==> src/rpvg_pkg.sv <==
// Shared types, constants and the arctangent table for the polygon vertex generator.
// No dependencies; imported by rpvg_cordic and regular_polygon_vertex_generator.
`default_nettype none

package rpvg_pkg;

  // input field widths
  localparam int SIDE_W   = 6;
  localparam int RADIUS_W = 15;
  localparam int ANGLE_W  = 16;
  localparam int COORD_W  = 16;

  // CORDIC datapath: x and y carry 30 fraction bits plus headroom, z holds 32-bit turn units
  localparam int CORDIC_W    = 34;
  localparam int TRIG_W      = 17;  // Q1.15 with one extra bit so that 1.0 is exact
  localparam int ATAN_IDX_W  = 5;
  localparam int ATAN_ENTRIES = 24;

  localparam logic signed [CORDIC_W-1:0] CORDIC_GAIN_Q30 = 34'sd652032874;

  // step-angle division: full turn divided by the side count
  localparam int DIV_STEPS = 17;
  localparam int DIV_CNT_W = 5;
  localparam logic [DIV_STEPS-1:0] FULL_TURN = 17'h10000;

  typedef struct packed {
    logic                     done;
    logic signed [TRIG_W-1:0] cos_v;
    logic signed [TRIG_W-1:0] sin_v;
  } cordic_res_t;

  // atan(2^-i) in 32-bit turn units, rounded
  function automatic logic [31:0] atan_turn(input logic [ATAN_IDX_W-1:0] idx);
    logic [31:0] v;
    case (idx)
      5'd0:    v = 32'h20000000;
      5'd1:    v = 32'h12E4051E;
      5'd2:    v = 32'h09FB385B;
      5'd3:    v = 32'h051111D4;
      5'd4:    v = 32'h028B0D43;
      5'd5:    v = 32'h0145D7E1;
      5'd6:    v = 32'h00A2F61E;
      5'd7:    v = 32'h00517C55;
      5'd8:    v = 32'h0028BE53;
      5'd9:    v = 32'h00145F2F;
      5'd10:   v = 32'h000A2F98;
      5'd11:   v = 32'h000517CC;
      5'd12:   v = 32'h00028BE6;
      5'd13:   v = 32'h000145F3;
      5'd14:   v = 32'h0000A2FA;
      5'd15:   v = 32'h0000517D;
      5'd16:   v = 32'h000028BE;
      5'd17:   v = 32'h0000145F;
      5'd18:   v = 32'h00000A30;
      5'd19:   v = 32'h00000518;
      5'd20:   v = 32'h0000028C;
      5'd21:   v = 32'h00000146;
      5'd22:   v = 32'h000000A3;
      5'd23:   v = 32'h00000051;
      default: v = 32'h00000000;
    endcase
    return v;
  endfunction

endpackage

`default_nettype wire

==> src/rpvg_cordic.sv <==
// Iterative rotation-mode CORDIC: one micro-rotation per cycle, then Q1.15 rounding
// and exact quadrant fold-back. Depends on rpvg_pkg.
`default_nettype none

module rpvg_cordic #(
  parameter int CORDIC_STEPS = 16
) (
  input  wire logic                          clk,
  input  wire logic                          rst,
  input  wire logic                          start,
  input  wire logic [rpvg_pkg::ANGLE_W-1:0]  angle,
  output rpvg_pkg::cordic_res_t              res
);
  import rpvg_pkg::*;

  localparam int STEP_W = (CORDIC_STEPS > 1) ? $clog2(CORDIC_STEPS) : 1;

  typedef enum logic [1:0] {C_IDLE, C_ROT, C_ROUND} cstate_t;
  typedef enum logic [1:0] {QUAD_0, QUAD_1, QUAD_2, QUAD_3} quad_t;

  cstate_t                     state;
  quad_t                       quad;
  logic [STEP_W-1:0]           step;
  logic signed [CORDIC_W-1:0]  x, y, z;
  logic signed [CORDIC_W-1:0]  x_next, y_next, z_next;
  logic signed [CORDIC_W-1:0]  dx, dy, at;
  logic [ANGLE_W-1:0]          biased, resid;
  logic [1:0]                  q_in;
  logic signed [TRIG_W-1:0]    xq, yq;
  logic signed [TRIG_W-1:0]    cos_next, sin_next;

  function automatic logic signed [TRIG_W-1:0] to_q15(input logic signed [CORDIC_W-1:0] v);
    logic signed [CORDIC_W-1:0] r;
    r = (v + 34'sd16384) >>> 15;
    if (r > 34'sd32768) begin
      return 17'sd32768;
    end else if (r < -34'sd32768) begin
      return -17'sd32768;
    end
    return r[TRIG_W-1:0];
  endfunction

  // quadrant split: residual lies within an eighth of a turn either side of zero
  assign biased = angle + 16'h2000;
  assign q_in   = biased[ANGLE_W-1 -: 2];
  assign resid  = angle - {q_in, 14'b0};

  assign dx = y >>> step;
  assign dy = x >>> step;
  assign at = {2'b00, atan_turn(ATAN_IDX_W'(step))};

  always_comb begin
    if (!z[CORDIC_W-1]) begin
      x_next = x - dx;
      y_next = y + dy;
      z_next = z - at;
    end else begin
      x_next = x + dx;
      y_next = y - dy;
      z_next = z + at;
    end
  end

  assign xq = to_q15(x);
  assign yq = to_q15(y);

  always_comb begin
    case (quad)
      QUAD_0: begin
        cos_next = xq;
        sin_next = yq;
      end
      QUAD_1: begin
        cos_next = -yq;
        sin_next = xq;
      end
      QUAD_2: begin
        cos_next = -xq;
        sin_next = -yq;
      end
      default: begin
        cos_next = yq;
        sin_next = -xq;
      end
    endcase
  end

  always_ff @(posedge clk) begin
    if (rst) begin
      state    <= C_IDLE;
      res.done <= 1'b0;
    end else begin
      res.done <= (state == C_ROUND);
      case (state)
        C_IDLE: begin
          if (start) begin
            quad  <= quad_t'(q_in);
            x     <= CORDIC_GAIN_Q30;
            y     <= '0;
            z     <= {{2{resid[ANGLE_W-1]}}, resid, 16'b0};
            step  <= '0;
            state <= C_ROT;
          end
        end
        C_ROT: begin
          x <= x_next;
          y <= y_next;
          z <= z_next;
          if (step == STEP_W'(CORDIC_STEPS - 1)) begin
            state <= C_ROUND;
          end else begin
            step <= step + 1'b1;
          end
        end
        C_ROUND: begin
          res.cos_v <= cos_next;
          res.sin_v <= sin_next;
          state     <= C_IDLE;
        end
        default: state <= C_IDLE;
      endcase
    end
  end

  a_done_pulse: assert property (@(posedge clk) disable iff (rst) res.done |=> !res.done)
    else $error("cordic done held longer than one cycle");
  a_done_from_round: assert property (@(posedge clk) disable iff (rst)
      res.done |-> $past(state) == C_ROUND)
    else $error("cordic done without a rounding cycle");
  a_trig_range: assert property (@(posedge clk) disable iff (rst)
      res.done |-> (res.cos_v >= -17'sd32768 && res.cos_v <= 17'sd32768 &&
                    res.sin_v >= -17'sd32768 && res.sin_v <= 17'sd32768))
    else $error("cordic result outside unit range");

endmodule

`default_nettype wire

==> src/regular_polygon_vertex_generator.sv <==
// Top level of the regular polygon vertex generator: request intake, step-angle divider,
// vertex sequencer, coordinate scaling and output register. Depends on rpvg_pkg, rpvg_cordic.
//
// One request (side count n, radius, tilt, centre) yields n+1 vertices, the closing one
// repeating vertex 0 and flagged with tlast; side count 0 counts as 1 and counts above
// MAX_SIDES are clamped. After intake, a bit-serial division of a full turn by n gives the step
// angle. Each vertex then goes through the shared CORDIC unit, which does one micro-rotation per
// cycle, and through one shared multiplier used for x and then y. The next vertex is computed
// while the previous one waits in the output register; s_axis_tready is high only between
// requests.
`default_nettype none

module regular_polygon_vertex_generator #(
  parameter int MAX_SIDES    = 63,
  parameter int CORDIC_STEPS = 16
) (
  input  wire logic        clk,
  input  wire logic        rst,
  input  wire logic        s_axis_tvalid,
  output logic             s_axis_tready,
  // side_count[5:0], radius[20:6], tilt_angle[36:21], centre_x[52:37], centre_y[68:53]
  input  wire logic [71:0] s_axis_tdata,
  output logic             m_axis_tvalid,
  input  wire logic        m_axis_tready,
  // vertex_x[15:0], vertex_y[31:16]
  output logic [31:0]      m_axis_tdata,
  output logic             m_axis_tlast
);
  import rpvg_pkg::*;

  typedef enum logic [2:0] {S_IDLE, S_DIV, S_START, S_WAIT, S_MULX, S_MULY, S_FIN} state_t;

  state_t                    state;
  logic [SIDE_W-1:0]         n_eff;
  logic [RADIUS_W-1:0]       radius;
  logic [ANGLE_W-1:0]        tilt;
  logic signed [COORD_W-1:0] cx, cy;

  logic [DIV_STEPS-1:0]      quo;
  logic [SIDE_W-1:0]         rem;
  logic [DIV_CNT_W-1:0]      div_count;
  logic [SIDE_W:0]           rem_shift, rem_diff;
  logic                      qbit;

  logic [ANGLE_W-1:0]        acc_q;
  logic [SIDE_W-1:0]         acc_r;
  logic [SIDE_W:0]           acc_r_sum;
  logic                      acc_wrap;
  logic [SIDE_W-1:0]         idx;

  logic signed [32:0]        prod;
  logic signed [COORD_W-1:0] vx;

  logic [SIDE_W-1:0]         side_in, side_nz, side_clamped;
  logic                      in_fire, out_free, last_now;
  logic                      cordic_start;
  logic [ANGLE_W-1:0]        cordic_angle;
  cordic_res_t               cres;

  function automatic logic signed [COORD_W-1:0] finish(input logic signed [COORD_W-1:0] c,
                                                       input logic signed [32:0] p);
    logic signed [33:0] total;
    logic signed [33:0] q;
    total = {{3{c[COORD_W-1]}}, c, 15'b0} + {p[32], p};
    // truncate toward zero
    q = total[33] ? ((total + 34'sd32767) >>> 15) : (total >>> 15);
    if (q > 34'sd32767) begin
      return 16'sh7FFF;
    end else if (q < -34'sd32768) begin
      return 16'sh8000;
    end
    return q[COORD_W-1:0];
  endfunction

  assign s_axis_tready = (state == S_IDLE);
  assign in_fire       = s_axis_tvalid && s_axis_tready;
  assign out_free      = !m_axis_tvalid || m_axis_tready;

  assign side_in      = s_axis_tdata[5:0];
  assign side_nz      = (side_in == '0) ? SIDE_W'(1) : side_in;
  assign side_clamped = (side_nz > SIDE_W'(MAX_SIDES)) ? SIDE_W'(MAX_SIDES) : side_nz;

  // restoring division of a full turn by n, one quotient bit per cycle
  assign rem_shift = {rem, quo[DIV_STEPS-1]};
  assign qbit      = (rem_shift >= {1'b0, n_eff});
  assign rem_diff  = rem_shift - {1'b0, n_eff};

  // running floor(i*65536/n): add quotient and remainder of the step, carry on wrap
  assign acc_r_sum = {1'b0, acc_r} + {1'b0, rem};
  assign acc_wrap  = (acc_r_sum >= {1'b0, n_eff});
  assign last_now  = (idx == n_eff);

  assign cordic_start = (state == S_START);
  assign cordic_angle = tilt + acc_q;

  rpvg_cordic #(
    .CORDIC_STEPS(CORDIC_STEPS)
  ) u_cordic (
    .clk  (clk),
    .rst  (rst),
    .start(cordic_start),
    .angle(cordic_angle),
    .res  (cres)
  );

  always_ff @(posedge clk) begin
    if (rst) begin
      state         <= S_IDLE;
      m_axis_tvalid <= 1'b0;
    end else begin
      // drop the vertex once taken, unless a new one replaces it this cycle
      if (m_axis_tvalid && m_axis_tready && state != S_FIN) begin
        m_axis_tvalid <= 1'b0;
      end
      case (state)
        S_IDLE: begin
          if (in_fire) begin
            n_eff     <= side_clamped;
            radius    <= s_axis_tdata[20:6];
            tilt      <= s_axis_tdata[36:21];
            cx        <= s_axis_tdata[52:37];
            cy        <= s_axis_tdata[68:53];
            quo       <= FULL_TURN;
            rem       <= '0;
            div_count <= '0;
            state     <= S_DIV;
          end
        end
        S_DIV: begin
          rem <= qbit ? rem_diff[SIDE_W-1:0] : rem_shift[SIDE_W-1:0];
          quo <= {quo[DIV_STEPS-2:0], qbit};
          if (div_count == DIV_CNT_W'(DIV_STEPS - 1)) begin
            acc_q <= '0;
            acc_r <= '0;
            idx   <= '0;
            state <= S_START;
          end else begin
            div_count <= div_count + 1'b1;
          end
        end
        S_START: state <= S_WAIT;
        S_WAIT: begin
          if (cres.done) begin
            state <= S_MULX;
          end
        end
        S_MULX: begin
          prod  <= $signed({1'b0, radius}) * cres.cos_v;
          state <= S_MULY;
        end
        S_MULY: begin
          prod  <= $signed({1'b0, radius}) * cres.sin_v;
          vx    <= finish(cx, prod);
          state <= S_FIN;
        end
        S_FIN: begin
          // hold until the output register is free
          if (out_free) begin
            m_axis_tvalid       <= 1'b1;
            m_axis_tdata[15:0]  <= vx;
            m_axis_tdata[31:16] <= finish(cy, prod);
            m_axis_tlast        <= last_now;
            if (last_now) begin
              state <= S_IDLE;
            end else begin
              idx   <= idx + 1'b1;
              acc_r <= acc_wrap ? SIDE_W'(acc_r_sum - {1'b0, n_eff}) : acc_r_sum[SIDE_W-1:0];
              acc_q <= acc_q + quo[ANGLE_W-1:0] + {{(ANGLE_W-1){1'b0}}, acc_wrap};
              state <= S_START;
            end
          end
        end
        default: state <= S_IDLE;
      endcase
    end
  end

  a_side_range: assert property (@(posedge clk) disable iff (rst)
      (state == S_DIV) |-> (n_eff != '0 && n_eff <= SIDE_W'(MAX_SIDES)))
    else $error("side count out of range in divider");
  a_rem_below_n: assert property (@(posedge clk) disable iff (rst)
      (state == S_START) |-> (acc_r < n_eff && idx <= n_eff))
    else $error("angle accumulator remainder or vertex index out of range");
  a_closing_angle: assert property (@(posedge clk) disable iff (rst)
      (state == S_START && idx == n_eff) |-> (acc_q == '0 && acc_r == '0))
    else $error("closing vertex does not land on the first vertex");
  a_done_when_waiting: assert property (@(posedge clk) disable iff (rst)
      cres.done |-> (state == S_WAIT))
    else $error("cordic result outside the wait state");

endmodule

`default_nettype wire
==> config.mk <==
export PLATFORM = sky130hd
export DESIGN_NAME = regular_polygon_vertex_generator
export DESIGN_NICKNAME = d
export VERILOG_FILES = /design/src/rpvg_pkg.sv /design/src/rpvg_cordic.sv /design/src/regular_polygon_vertex_generator.sv
export SDC_FILE = /design/constraint.sdc
export NUM_CORES = 2
export LEC_CHECK = 0
export ABC_CLOCK_PERIOD_IN_PS = 15200
export BUFFER_PORTS_ARGS = -buffer_cell sky130_fd_sc_hd__buf_2
export CAP_MARGIN = 20
export CELL_PAD_IN_SITES_DETAIL_PLACEMENT = 0
export CELL_PAD_IN_SITES_GLOBAL_PLACEMENT = 2
export CORE_MARGIN = 2
export CORE_UTILIZATION = 46
export CTS_CLUSTER_SIZE = 40
export DETAILED_ROUTE_END_ITERATION = 6
export HOLD_SLACK_MARGIN = 0.1
export PLACE_DENSITY = 0.95
export SLEW_MARGIN = 20
export SYNTH_ARGS = -nofsm -noshare
export SYNTH_HDL_FRONTEND = slang
export SYNTH_SLANG_ARGS = --single-unit
==> constraint.sdc <==
create_clock -name clk -period 15.2 [get_ports clk]
set_input_delay 0 -clock clk [delete_from_list [all_inputs] [get_ports clk]]
set_output_delay 0 -clock clk [all_outputs]
set_load 0.01 [all_outputs]
==> Word level (Yosys, flattened, before mapping) <==
Memories as Yosys holds them, arrays and structs flattened. A register that Yosys moved wholly into a read port is not among the register bits.
Cells that the tools add are included.
{ "op_classes": {"mul": 2, "shift": 2, "bitwise": 1, "n_reduce_logical": 26, "eq_ne": 23, "n_mux": 76, "n_addsub": 25, "div_mod_pow": 0, "magnitude_cmp": 11} }
{ "op_table": {"columns": ["operator", "n"], "rows": [
  ["$mux 34", 8],
  ["$pmux 34 s2", 3],
  ["$mux 16", 9],
  ["$add 34x16->34 const B", 4],
  ["$mux 17", 7],
  ["$pmux 17 s3", 2],
  ["$add 31x33->34", 2],
  ["$add 34x34->34", 2],
  ["$gt 34x16->1 const B", 2],
  ["$lt 34x16->1 const B", 2],
  ["$sshr 34x4->34", 2],
  ["$sub 34x34->34", 2],
  ["$mul 16x17->33", 2],
  ["$pmux 33 s2", 1],
  ["$mux 6", 9],
  ["$gt 19x17->1 const B", 2],
  ["$lt 19x16->1 const B", 2],
  ["$pmux 6 s2", 3],
  ["$add 34x33->34", 1],
  ["$neg 17->17", 2],
  ["$pmux 17 s2", 1],
  ["$sub 34x33->34", 1],
  ["$add 16x16->16", 2],
  ["$pmux 16 s2", 1],
  ["other kinds (42)", 94]
]} }
{ "totals": {"n_memories": 1, "in_bits": 76, "latchBits": 0, "output_inout_bits": 35, "mem_bits_rw": 0, "mem_bits_ro": 480, "reg_bits": 356} }
{ "mem_list": {"columns": ["name", "depth", "width", "rd", "rd_clocked_by_memory_dff", "write_ports", "line_no", "source"], "rows": [
  ["(no name shown)", 16, 30, 1, 1, 0, "rpvg_pkg.sv:35", "case (idx)"]
]} }

==> Depth between registers and ports, before layout <==
{ "depth": {"depth_word": 10, "ltp_mapped": 26, "ltp_nobuf": 24} }

==> Modules after synthesis <==
Synthesis repeated with hierarchy kept, for this count alone.
{ "unflattened": {"cells_unflattened": 5821, "area_unflattened_um2": 52994.6} }
{ "by_module_without_submodules": {"columns": ["mod", "area_each_um2", "seq_area_each_um2", "cells_per_inst", "instances"], "rows": [
  ["regular_polygon_vertex_generator", 32493.7, 6296.0, 3399, 1],
  ["rpvg_cordic", 20500.9, 4924.7, 2422, 1]
]} }

==> Least setup slack after synthesis <==
OpenSTA, ideal clock, no wires.
{ "synth_timing": {"path_type": "register to register", "from": "register radius[2]", "to": "register prod[32] (data pin)", "stages_incl_launch_ff": 23, "n_path_buf": 2, "path_slack_ns": 8.353, "arrival_time_ns": 6.577, "period_less_slack_ns": 6.847, "required_ns": 14.930, "cell_sequence": "edfxtp_1 -> clkbuf_1 -> nand2_1 -> fa_1 -> inv_1 -> fa_1 -> fa_1 -> fa_1 -> fa_1 -> inv_1 -> fa_1 -> inv_1 -> ha_1 -> clkbuf_1 -> nor2_1 -> nor2_1 -> a31o_2 -> a221o_1 -> a21oi_1 -> o311ai_0 -> o31a_1 -> xnor2_1 -> mux2i_1"} }
{ "synth_via": {"elab_chain_len": 2, "word_cells_on_any_way": 3} }
{ "synth_lines": {"columns": ["element", "line_no", "source"], "rows": [
  ["start, declared", "regular_polygon_vertex_generator.sv:35", "logic [RADIUS_W-1:0] radius;"],
  ["start signal, assigned", "regular_polygon_vertex_generator.sv:119", "radius <= s_axis_tdata[20:6];"],
  ["$mul 16x17->33, on equally long branches", "regular_polygon_vertex_generator.sv:152, regular_polygon_vertex_generator.sv:148", null],
  ["$pmux 33 s2 (*)", "regular_polygon_vertex_generator.sv:115", "case (state)"],
  ["end signal, assigned", "regular_polygon_vertex_generator.sv:148", "prod <= $signed({1'b0, radius}) * cres.cos_v;"],
  ["end signal, assigned", "regular_polygon_vertex_generator.sv:152", "prod <= $signed({1'b0, radius}) * cres.sin_v;"],
  ["end, declared", "regular_polygon_vertex_generator.sv:51", "logic signed [32:0] prod;"]
]} }
Every way passes the cells marked *; elsewhere a longest branch is shown, timed or not.
A chain may end at the register's enable or synchronous reset.

==> Final worst setup path <==
Ends and elaborated chain as after synthesis.

==> metrics.yaml <==
outcome:
  status: "completed"
timing:
  finalCriticalPeriod_ns: 7.72
  fin_crit_sh_pct: 50.8
  hold_viol_final: 0
  whs_ns: 0.209
  fin_tns_setup_ns: 0
  setup_viol: 0
  worstMarginPinSlew_ns: 1.11
  rsz0062_at_grt: "no"
  fin_skew_ns: 0.0178
  slew_violations: 0
  fmax_ghz: 0.130
  slew-limit-headroom_pct: 26.3
clocking:
  clock_path_buffers: 3
  insertion_delay_ns: 0.66
  numCtsBuffers: 50
  cts_hold_buf: 142
  post_cts_resize_count: 0
  postCtsSetupBuffers: 0
  clkTransAtPathRegs_ns: 0.06
  cts_root_buf: "clkbuf_16"
  htree_num_levels: 2
  cts_tree: "built"
  cts.sinks: 386
yosys:
  yosysMostFrequentCell: "inv_1"
  synth_nets: 6638
  synth-seq-cells: 386
  yosys-top-cells-count: "inv_1 (703), nand2_1 (587), fa_1 (529), ha_1 (370), edfxtp_1 (349)"
  yosysWarnings: 0
  syn_area_mm2: 0.0522
  yosys.area.top_type: "fa_1"
  synth.avg_cell_area_um2: 9.23
  synth_cells: 5663
  yosysSeqAreaShare_pct: 21.5
  async_flop_share_pct: 0
  yosysUniqueCellTypes: 104
  synth-edff-count: 349
  synth_top_area_share_pct: 20.3
  synth_flop_cell: "edfxtp_1"
  synthTopCellsByArea: "fa_1 (20%), edfxtp_1 (20%), ha_1 (8.9%)"
run:
  max_cap_viol_count: 0
placed_design:
  dp_hpwl_um: 102000
  portBuffers: 107
  place.gp.congestion: 0.857
worst_setup_path:
  reg2reg_from: "radius[2]"
  reg2reg_slack_ns: 7.48
  setup.worst_path.end: "prod[32]"
  cp.depth: 21
  cp.arrival_ns: 8.10
  cp_top_family: "adder cells"
  r2r_end: "prod[32]"
  required_ns: 15.58
  reg2reg_depth: 21
  cp-start-kind: "flip-flop"
  crit_type: "reg -> reg"
  cp-startpoint: "radius[2]"
  cp_num_buf_inv: 4
  path_cells: "buf_4, nand2_1, fa_1, inv_1, fa_1, fa_1, fa_1, fa_1, inv_1, fa_1, inv_1, ha_1, nor3_1, o211ai_1, a31o_2, a221o_1, a21oi_1, o311ai_0, o31a_1, xnor2_1, mux2i_1"
  cpPeakStageDelay_ns: 0.92
  crit_fanout: 34
  endpoint_kind: "flip-flop"
  path_common_cell: "fa_1"
  critPathSlowestCell: "fa_1"
drt:
  vias_per_cell: 5.68
  drt_wl_total_um: 138000
  drc: 0
  routed-wl-met3_um: 6110
  drt-pass1-iter-count: 5
  wl_met2_um: 68000
  wl_per_cell_um: 18.9
  ant_nets: 0
  wl_met1_um: 58500
  highest_layer: "met4"
  vias: 41400
  drt_first_iter_violations: 2886
floorplanning:
  core_area_mm2: 0.112
  die_h_um: 341
  rows: 123
  start_util_pct: 46.4
  die-area_mm2: 0.116
  num_io_pins: 111
  die_x_um: 341
final_layout:
  num-nets-final: 6722
  drive_gt1_share_pct: 7.28
  syn2layout_area_growth_pct: 9.03
  fill_cells: 10500
global_route:
  grt_usage_pct: 23.7
  grt_antenna_before_repair: 0
  grt_pass1_wl_um: 222000
  grt_pass1_vias: 41800
  grt_max_degree: 79
  overflow: 0
min_path:
  worstHoldPathType: "in -> reg"
[routing by layer]
layer	vias up	track usage, %
li1	19600	-
met1	20500	30.8
met2	1046	41.1
met3	235	2.08
met4	0	8.58
met5	-	0
[worst min-delay path: stages]
cell	delay, ns
dlygate4sd3_1	0.54
buf_2	0.11
o21bai_1	0.10
[area by class of cell]
cell class / count / area, um2 / share of cell area [%]
Timing Repair Buffer: 304 / 2370 / 4.16
Sequential cell: 386 / 11200 / 19.7
Clock buffer: 57 / 1280 / 2.24
Antenna cell: 1 / 2.50 / 0.00439
Inverter: 705 / 2650 / 4.65
Tap cell: 1500 / 1880 / 3.30
Clock inverter: 30 / 268 / 0.470
Multi-Input combinational cell: 4300 / 37300 / 65.5
[per-stage QoR]
stage	setup slack (ns)	instance area (um2)	utilization (%)	cells
floorplan	8.35	52200	-	5663
global placement	7.54	54000	48.0	7052
detailed placement	7.49	54000	48.0	7052
CTS	7.47	56900	50.6	7281
global route	6.98	57000	50.6	7282
finish	7.48	57000	50.6	7283
[registers in the layout (all words and copies together) (netlist names), 3 cells and up]
name	count
u_cordic.res	35
u_cordic.x	34
u_cordic.y	34
u_cordic.z	34
prod	33
m_axis_tdata	32
u_cordic.at	30
quo	17
acc_q	16
cx	16
cy	16
tilt	16
vx	16
radius	15
acc_r	6
idx	6
n_eff	6
rem	6
div_count	5
u_cordic.step	4
state	3
[worst min path at each step]
stage                     cells after the start        to  slack, ns              from
final                                         3  n_eff[0]       0.21   s_axis_tdata[0]
after global routing                          3  n_eff[0]       0.20   s_axis_tdata[0]
after CTS                                     3  n_eff[0]       0.12   s_axis_tdata[0]
after detailed placement                      1     cy[7]       0.18  s_axis_tdata[60]
after global placement                        1   tilt[0]       0.18  s_axis_tdata[21]
after floorplan                               0     cx[0]        0.1  s_axis_tdata[37]
[layout by cell type, fill, tap and decap left out, drive strengths merged, types with 61 or more instances in the layout]
master / instances
and2: 301
mux2i: 61
inv: 708
ha: 370
o21ai: 221
nor2: 327
dlygate4sd3: 142
xnor2: 224
a21oi: 317
buf: 161
edfxtp: 349
mux4: 78
nand2: 587
nand3: 76
xor2: 156
nor3: 100
a21o: 98
fa: 529
[kinds of logic (layout without fill, tap and decap cells)]
family          count (synthesis)  in the layout  share of synthesized area [%]
simple gates                 1718           1718                           16.3
compound gates               1128           1128                           14.1
buf+inv                       977           1096                           7.25
fa+ha+maj                     899            899                           29.1
flops                         386            386                           21.5
xor+xnor                      380            380                           6.39
mux                           175            175                           5.31
other cells                     0              1                              0
Power is left out: the tool's default activity adds up to more than one toggle a clock period on the data nets, which glitch-free logic cannot reach.
